## config.mk

```make
export PLATFORM = sky130hd
export DESIGN_NAME = cbp_step_div
export DESIGN_NICKNAME = d
export VERILOG_FILES = /design/src/rtl/cbp_pkg.sv /design/src/rtl/cbp_step_div.sv
export SDC_FILE = /design/constraint.sdc
export NUM_CORES = 2
export LEC_CHECK = 0
export BUFFER_PORTS_ARGS = -buffer_cell sky130_fd_sc_hd__buf_2
export CAP_MARGIN = 10
export CELL_PAD_IN_SITES_DETAIL_PLACEMENT = 2
export CELL_PAD_IN_SITES_GLOBAL_PLACEMENT = 2
export CORE_UTILIZATION = 35
export CTS_CLUSTER_SIZE = 14
export DETAILED_ROUTE_END_ITERATION = 8
export PLACE_DENSITY_LB_ADDON = 0.1
export SLEW_MARGIN = 5
export SYNTH_ARGS = -nofsm -noshare
export SYNTH_HDL_FRONTEND = slang
export SYNTH_SLANG_ARGS = --single-unit
```

## constraint.sdc

```tcl
create_clock -name clk -period 6.25 [get_ports clk]
set_input_delay 0.3125 -clock clk [delete_from_list [all_inputs] [get_ports clk]]
set_output_delay 0.3125 -clock clk [all_outputs]
set_load 0.005 [all_outputs]
```

## src/rtl/cbp_pkg.sv

```systemverilog
// Shared types and constants for the cubic Bezier point core.
// No dependencies; every rtl file imports this package.
package cbp_pkg;

	localparam int COORD_W   = 16;
	localparam int FRAC_BITS = 4;
	localparam int IDX_W     = 14;
	localparam int DIFF_W    = COORD_W + 1;
	localparam int SQ_W      = 2 * DIFF_W;
	localparam int ROOT_W    = DIFF_W;
	localparam int REM_W     = ROOT_W + 3;
	localparam int T_FRAC    = 16;
	localparam int T_W       = T_FRAC + 1;
	localparam int WGT_FRAC  = 2 * T_FRAC;
	localparam int WGT_W     = WGT_FRAC + 1;
	localparam int PROD_W    = WGT_W + 1 + COORD_W;
	localparam int ACC_W     = PROD_W + 2;

	localparam logic [IDX_W-1:0] MIN_STEPS_RESET = IDX_W'(100);
	localparam logic [T_W-1:0]   T_ONE           = T_W'(1) << T_FRAC;

	typedef struct packed {
		logic signed [COORD_W-1:0] p0_x;
		logic signed [COORD_W-1:0] p0_y;
		logic signed [COORD_W-1:0] p1_x;
		logic signed [COORD_W-1:0] p1_y;
		logic signed [COORD_W-1:0] p2_x;
		logic signed [COORD_W-1:0] p2_y;
		logic signed [COORD_W-1:0] p3_x;
		logic signed [COORD_W-1:0] p3_y;
		logic [IDX_W-1:0]          sample_index;
	} in_item_t;

	typedef struct packed {
		logic signed [COORD_W-1:0] point_x;
		logic signed [COORD_W-1:0] point_y;
		logic [IDX_W-1:0]          step_count;
		logic                      is_last;
	} out_item_t;

endpackage

```

## src/rtl/cbp_step_div.sv

```systemverilog
// Step count and curve parameter pipeline: bit-serial square root stages,
// step count stage, then restoring divider stages. Depends on cbp_pkg.
module cbp_step_div (
	input  logic                        clk,
	input  logic                        arst_n,
	input  logic                        advance,
	input  logic                        in_valid,
	input  logic [cbp_pkg::SQ_W-1:0]    sq_sum,
	input  cbp_pkg::in_item_t           in_item,
	input  logic [cbp_pkg::IDX_W-1:0]   min_steps,
	output logic                        out_valid,
	output cbp_pkg::in_item_t           out_item,
	output logic [cbp_pkg::IDX_W-1:0]   steps,
	output logic [cbp_pkg::T_W-1:0]     t,
	output logic                        last
);
	import cbp_pkg::*;

	typedef struct packed {
		logic [REM_W-1:0]  rem;
		logic [ROOT_W-1:0] root;
	} sq_step_t;

	typedef struct packed {
		logic [IDX_W-1:0]  rem;
		logic [T_FRAC-1:0] q;
	} dv_step_t;

	function automatic sq_step_t sqrt_step(logic [REM_W-1:0] rem, logic [ROOT_W-1:0] root,
			logic [1:0] bits);
		logic [REM_W-1:0] r;
		logic [REM_W-1:0] trial;
		sq_step_t         o;
		r     = {rem[REM_W-3:0], bits};
		trial = {1'b0, root, 2'b01};
		if (r >= trial) begin
			o.rem  = r - trial;
			o.root = {root[ROOT_W-2:0], 1'b1};
		end else begin
			o.rem  = r;
			o.root = {root[ROOT_W-2:0], 1'b0};
		end
		return o;
	endfunction

	function automatic dv_step_t div_step(logic [IDX_W-1:0] rem, logic [T_FRAC-1:0] q,
			logic [IDX_W-1:0] d);
		logic [IDX_W:0] r;
		dv_step_t       o;
		r = {rem, 1'b0};
		if (r >= {1'b0, d}) begin
			o.rem = IDX_W'(r - {1'b0, d});
			o.q   = {q[T_FRAC-2:0], 1'b1};
		end else begin
			o.rem = r[IDX_W-1:0];
			o.q   = {q[T_FRAC-2:0], 1'b0};
		end
		return o;
	endfunction

	// square root stages, index 0 is the input
	logic [SQ_W-1:0]   n_s    [0:ROOT_W];
	logic [REM_W-1:0]  srem_s [0:ROOT_W];
	logic [ROOT_W-1:0] root_s [0:ROOT_W];
	in_item_t          sitm_s [0:ROOT_W];
	logic              svld_s [0:ROOT_W];

	// step count stage
	logic [IDX_W-1:0]  steps_st;
	logic              last_st;
	logic              vld_st;
	in_item_t          itm_st;

	// divider stages, index 0 is the step count stage
	logic [IDX_W-1:0]  drem_s  [0:T_FRAC];
	logic [T_FRAC-1:0] q_s     [0:T_FRAC];
	logic [IDX_W-1:0]  dsteps_s[0:T_FRAC];
	logic              dlast_s [0:T_FRAC];
	in_item_t          ditm_s  [0:T_FRAC];
	logic              dvld_s  [0:T_FRAC];

	logic [ROOT_W-1:0] px;
	logic [ROOT_W+1:0] tri_px;
	logic [ROOT_W:0]   raw_steps;
	logic [IDX_W-1:0]  sat_steps;
	logic [IDX_W-1:0]  new_steps;

	assign n_s[0]    = sq_sum;
	assign srem_s[0] = '0;
	assign root_s[0] = '0;
	assign sitm_s[0] = in_item;
	assign svld_s[0] = in_valid;

	// pixel distance times 1.5, saturated to the index range, floored at min_steps and one
	always_comb begin
		px        = root_s[ROOT_W] >> FRAC_BITS;
		tri_px    = {px, 1'b0} + {2'b00, px};
		raw_steps = tri_px[ROOT_W+1:1];
		if (raw_steps > (ROOT_W+1)'({IDX_W{1'b1}})) begin
			sat_steps = {IDX_W{1'b1}};
		end else begin
			sat_steps = raw_steps[IDX_W-1:0];
		end
		new_steps = (sat_steps < min_steps) ? min_steps : sat_steps;
		if (new_steps == '0) begin
			new_steps = IDX_W'(1);
		end
	end

	always_ff @(posedge clk) begin
		if (advance) begin
			for (int k = 1; k <= ROOT_W; k++) begin
				{srem_s[k], root_s[k]} <= sqrt_step(srem_s[k-1], root_s[k-1],
					n_s[k-1][SQ_W-1:SQ_W-2]);
				n_s[k]    <= n_s[k-1] << 2;
				sitm_s[k] <= sitm_s[k-1];
			end
			steps_st <= new_steps;
			last_st  <= (sitm_s[ROOT_W].sample_index >= new_steps);
			itm_st   <= sitm_s[ROOT_W];
			for (int k = 1; k <= T_FRAC; k++) begin
				{drem_s[k], q_s[k]} <= div_step(drem_s[k-1], q_s[k-1], dsteps_s[k-1]);
				dsteps_s[k] <= dsteps_s[k-1];
				dlast_s[k]  <= dlast_s[k-1];
				ditm_s[k]   <= ditm_s[k-1];
			end
		end
	end

	always_ff @(posedge clk or negedge arst_n) begin
		if (!arst_n) begin
			for (int k = 1; k <= ROOT_W; k++) begin
				svld_s[k] <= 1'b0;
			end
			vld_st <= 1'b0;
			for (int k = 1; k <= T_FRAC; k++) begin
				dvld_s[k] <= 1'b0;
			end
		end else if (advance) begin
			for (int k = 1; k <= ROOT_W; k++) begin
				svld_s[k] <= svld_s[k-1];
			end
			vld_st <= svld_s[ROOT_W];
			for (int k = 1; k <= T_FRAC; k++) begin
				dvld_s[k] <= dvld_s[k-1];
			end
		end
	end

	// index below the step count starts the remainder; past the end it is dropped
	assign drem_s[0]   = last_st ? '0 : itm_st.sample_index;
	assign q_s[0]      = '0;
	assign dsteps_s[0] = steps_st;
	assign dlast_s[0]  = last_st;
	assign ditm_s[0]   = itm_st;
	assign dvld_s[0]   = vld_st;

	assign out_valid = dvld_s[T_FRAC];
	assign out_item  = ditm_s[T_FRAC];
	assign steps     = dsteps_s[T_FRAC];
	assign last      = dlast_s[T_FRAC];
	assign t         = dlast_s[T_FRAC] ? T_ONE : {1'b0, q_s[T_FRAC]};

	a_steps_nonzero: assert property (@(posedge clk) disable iff (!arst_n)
		vld_st |-> steps_st != '0)
		else $error("step count of zero");
	a_steps_floor: assert property (@(posedge clk) disable iff (!arst_n)
		vld_st |-> (steps_st >= min_steps || min_steps == '0))
		else $error("step count below minimum");
	a_t_range: assert property (@(posedge clk) disable iff (!arst_n)
		(out_valid && !last) |-> t[T_W-1] == 1'b0)
		else $error("curve parameter out of range");

endmodule

```

==> flow_summary.toml, run 1 <==
[placement]
place_area_um2 = 212000
port_buffers = 360
dp.cells = 17000
hpwl_um = 277000
globalplace.congestion = 0.777

[sta]
crit_endpoint = "last_st$_DFFE_PP_/D"
worstEpCategory = "sequential cell input"

[synth]
yosysUniqueCellTypes = 84
synth-edff-count = 5924
yosysTopAreaCell = "edfxtp_1"
synth-seq-cells = 5958
synth-warning-count = 0
seq_area_frac_synth_pct = 89.0
yosysTopAreaCellShare_pct = 88.6
syn_area_um2 = 201000
synthFlopType = "edfxtp_1"
synthTopCellsByArea = "edfxtp_1, ha_1, xor2_1"
synthesis.nets = 9791
postSynthCellCount = 9213
avgSynthCellArea_um2 = 21.8
synthArstFlopShare_pct = 0.571

[global_routing]
antenna_found_initial = 21
grt_max_degree = 178

[floorplanning]
initial_core_util_pct = 35.2
die_height_um = 759
fp.dieW_um = 759
rows = 277
io_pins = 369

[clocking]
cts_made_buffers = 650
root_buffer = "clkbuf_16"
clock_sinks = 5958
htree_levels = 6
clk_path_buf_depth = 4

[status]
error_message = "[ERROR DPL-0033] detailed placement checks failed during check placement."
status = "stopped before the end"
failing_step = "global routing"
==> through the flow <==
stage / setup WS, ns / util [%]
after global placement: -0.187 / 37.2
after CTS: 0.0164 / 41.5
after floorplan: 0.585 / -
after detailed placement: -0.0961 / 37.2
==> cells by family after synthesis <==
logic type                 count (synthesis)  synth area share, %
AOI/OAI and AO/OA                        794                 2.55
xor gates and xnor gates                 308                 1.34
adders and majority gates                384                 2.45
buffers and inverters                    648                 1.51
DFF                                     5958                 89.0
muxes                                    113                0.633
other                                      1              0.00187
and+or+nand+nor                         1007                 2.48
==> synthesized netlist by cell type (9+ instances only) <==
master and n:
o31ai_1 15, nor2_1 365, o221a_2 13, and2_1 17, a21o_1 67, buf_4 158, edfxtp_1 5924, o31a_1 16
or4_1 9, nand4_1 43, o21a_1 87, a211oi_1 17, a41o_1 13, o21ai_0 120, nand2_1 138, nor4_1 52
o41ai_1 18, xnor2_1 120, nor3_1 97, ha_1 368, a21oi_1 310, a2111o_1 13, nor2b_1 89, or3_1 37
nand3_1 43, clkbuf_1 47, or2_2 27, xor2_1 188, and3_1 10, inv_1 435, mux2_2 107, o21ai_1 17
o41a_1 15, fa_1 16, nand2b_1 46, dfrtp_1 34, a31oi_1 23
==> timing repair <==
item / in CTS
hold buffers: 357
pin swaps: 21
endpoints found under the setup margin: 1
resized for setup: 20
hold endpoints to repair: 276
setup buffers: 7
==> run 2: changes to the inputs <==
--- a/config.mk
+++ b/config.mk
@@ -7,12 +7,9 @@
 export LEC_CHECK = 0
 export BUFFER_PORTS_ARGS = -buffer_cell sky130_fd_sc_hd__buf_2
 export CAP_MARGIN = 10
-export CELL_PAD_IN_SITES_DETAIL_PLACEMENT = 2
-export CELL_PAD_IN_SITES_GLOBAL_PLACEMENT = 2
-export CORE_UTILIZATION = 35
-export CTS_CLUSTER_SIZE = 14
+export CORE_UTILIZATION = 20
 export DETAILED_ROUTE_END_ITERATION = 8
-export PLACE_DENSITY_LB_ADDON = 0.1
+export PLACE_DENSITY_LB_ADDON = 0.15
 export SLEW_MARGIN = 5
 export SYNTH_ARGS = -nofsm -noshare
 export SYNTH_HDL_FRONTEND = slang
==> run 2 against run 1 <==
Effect of this change: the run now ends clean; synthesized area is the same; synthesized cell count is the same.
==> flow_summary.toml, run 2 <==
[status]
status = "finished clean"

[floorplanning]
die_height_um = 1000
rows = 367
core_um2 = 1000000
die_area_um2 = 1010000
io_pins = 369
fp.dieW_um = 1000
initial_core_util_pct = 20.1

[hold_path]
hp-class = "in2reg"
worstHoldStart = "sq_sum[32]"

[clocking]
root_buffer = "clkbuf_16"
htree_levels = 6
cts.clk_slew.worst_paths_ns = 0.06
clk_path_buf_depth = 5
worstSkewPairLatency_ns = 1.07
clock_sinks = 5958
cts_tree = "yes"
cts_made_buffers = 707

[global_routing]
antenna_found_initial = 29
grt_pass1_wl_um = 522000
gr-usage-all-layers_pct = 6.55
grt_max_degree = 195
first_global_vias = 85100
grt-ovfl-total = 0

[synth]
synth-seq-cells = 5958
yosysTopAreaCellShare_pct = 88.6
synthFlopType = "edfxtp_1"
synthesis.nets = 9791
seq_area_frac_synth_pct = 89.0
syn_area_um2 = 201000
synthTopCellsByArea = "edfxtp_1, ha_1, xor2_1"
yosysMostFrequentCell = "edfxtp_1"
yosysTopAreaCell = "edfxtp_1"
synth-warning-count = 0
synthArstFlopShare_pct = 0.571
synth-edff-count = 5924
ys_top_cells_by_count = "edfxtp_1, inv_1, ha_1"
postSynthCellCount = 9213
yosysUniqueCellTypes = 84
avgSynthCellArea_um2 = 21.8

[placement]
dp.cells = 22800
hpwl_um = 203000
globalplace.congestion = 0.721
dp_slack_ns = 0.126
port_buffers = 360
place_area_um2 = 219000

[routing]
drc_errors = 0
detail-route-antenna-nets = 0
wire_per_inst_um = 14.1
via_per_inst = 3.27
wl_um = 343000
firstDrtPassIters = 5
drt_iter0_markers = 5171
vias = 79900

[worst_setup_path]
cp_top_family = "compound AO/OA/AOI/OAI gates"
cp_slowest_stage_delay_ns = 0.46
arrival_ns = 6.77
worstSetupStartpointType = "flip-flop"
path_max_fanout = 3
cp-end-kind = "flip-flop"
cp_slowest_cell = "a2111oi_0"
cp_data_required_time_ns = 7.02
startpoint = "px[1]"
cp_common_cell = "buf_4"
worst-path-buf-inv = 9
r2r-start = "px[1]"
critical_path_class = "reg2reg"

[sta]
fmax_ghz = 0.167
drv_slew = 0
post-route-period-util_pct = 96.0
setup_ws_ns = 0.247
clock_skew_ns = 0.0902
hold_viol_final = 0
worst_pin_slew_ns = 1.30
max_slew_margin_pct = 13.5
rsz0062_at_grt = "yes"
fin_crit_ns = 6.00
setup_viol = 0

[final_layout]
drive_gt1_share_pct = 14.8
final_common_cell = "edfxtp_1"
final_area_um2 = 245000
largest_reg_flops = 2414
layout_common_cells = "edfxtp_1, clkbuf_16, inv_1, ha_1, nor2_1"
max_flop_register = "sitm_s"
fin_nets = 11100
largest_registers = "sitm_s (2414), ditm_s (2272)"
layout.cells.non_filler = 24400
fillCellCount = 101000
syn_to_final_growth_pct = 22.1

[power_and_ir_drop]
finalPower_w = 0.0973
leakagePower_nw = 83.5
p_per_area_nw_per_um2 = 397
ir_drop_v = 0.000225

[flow_run]
cap_violations = 0
-- run 2: power breakdown --
group	internal (W)	leakage [nW]	total, W	switching (W)
sequential	0.0480	58.3	0.0493	0.00138
clock	0.0230	10.8	0.0393	0.0163
combinational	0.00362	14.4	0.00860	0.00498
total	0.0746	83.5	0.0973	0.0227
-- run 2: final cells by class --
| cell class | count | area (um2) | area share, % |
|---|---|---|---|
| flip-flops and latches | 5958 | 179000 | 72.9 |
| multi-input cells | 2607 | 19100 | 7.79 |
| clock buffers | 840 | 18300 | 7.47 |
| well taps | 13300 | 16600 | 6.78 |
| repair buffers | 848 | 6810 | 2.78 |
| clock inverters | 414 | 3890 | 1.59 |
| inverters | 436 | 1640 | 0.668 |
| diodes | 8 | 20.0 | 0.00817 |
-- run 2: cells by family after synthesis --
kind of cell | synth area share [%]
flops | 89.0
simple gates | 2.48
compound gates | 2.55
buf+inv | 1.51
fa+ha+maj | 2.45
xor+xnor | 1.34
mux | 0.633
other cells | 0.00187
-- run 2: worst register-to-register path: cells and delay by family (launching register included) --
family / cells / cell delay (ns)
DFF: 1 / 0.45
and+or+nand+nor: 3 / 0.16
adders and majority gates: 4 / 0.86
xor gates and xnor gates: 1 / 0.15
AOI/OAI and AO/OA: 15 / 3.25
buffers and inverters: 9 / 0.86
-- run 2: timing repair --
item                                    4_1_cts  5_1_grt
resized for setup                             0       21
hold buffers                                356        0
hold endpoints to repair                    237        0
buffers inserted                              0        6
endpoints found under the setup margin        0        1
-- run 2: path summary, 6_finish.rpt --
kind | end | slack (ns) | cells past startpoint
hold / removal | srem_s[320] | 0.15 | 3
setup reg to reg | last_st | 0.25 | 32
max in group asynchronous | dvld_s[15] | 5.74 | 4
min in group asynchronous | out_valid | 0.29 | 4
hold reg to reg | sitm_s[751] | 0.37 | 0
setup / recovery | last_st | 0.25 | 32
-- run 2: routing by layer --
layer	vias up	GRT usage, %	wire, um
li1	38500	-	-
met5	-	0	0
met1	39200	8.88	164000
met3	812	1.67	16800
met2	1356	9.88	148000
met4	0	2.91	13500
-- run 2: metrics by stage --
step	hold slack [ns]	utilization [%]	setup TNS, ns
finish	0.147	24.5	0
global route	0.0442	24.5	-0.0868
CTS	0.00217	24.5	0
detailed placement	0.405	21.9	0
global placement	0.400	21.9	-0.281
floorplan	0.0169	-	0
(Power assumes the default switching activity.)
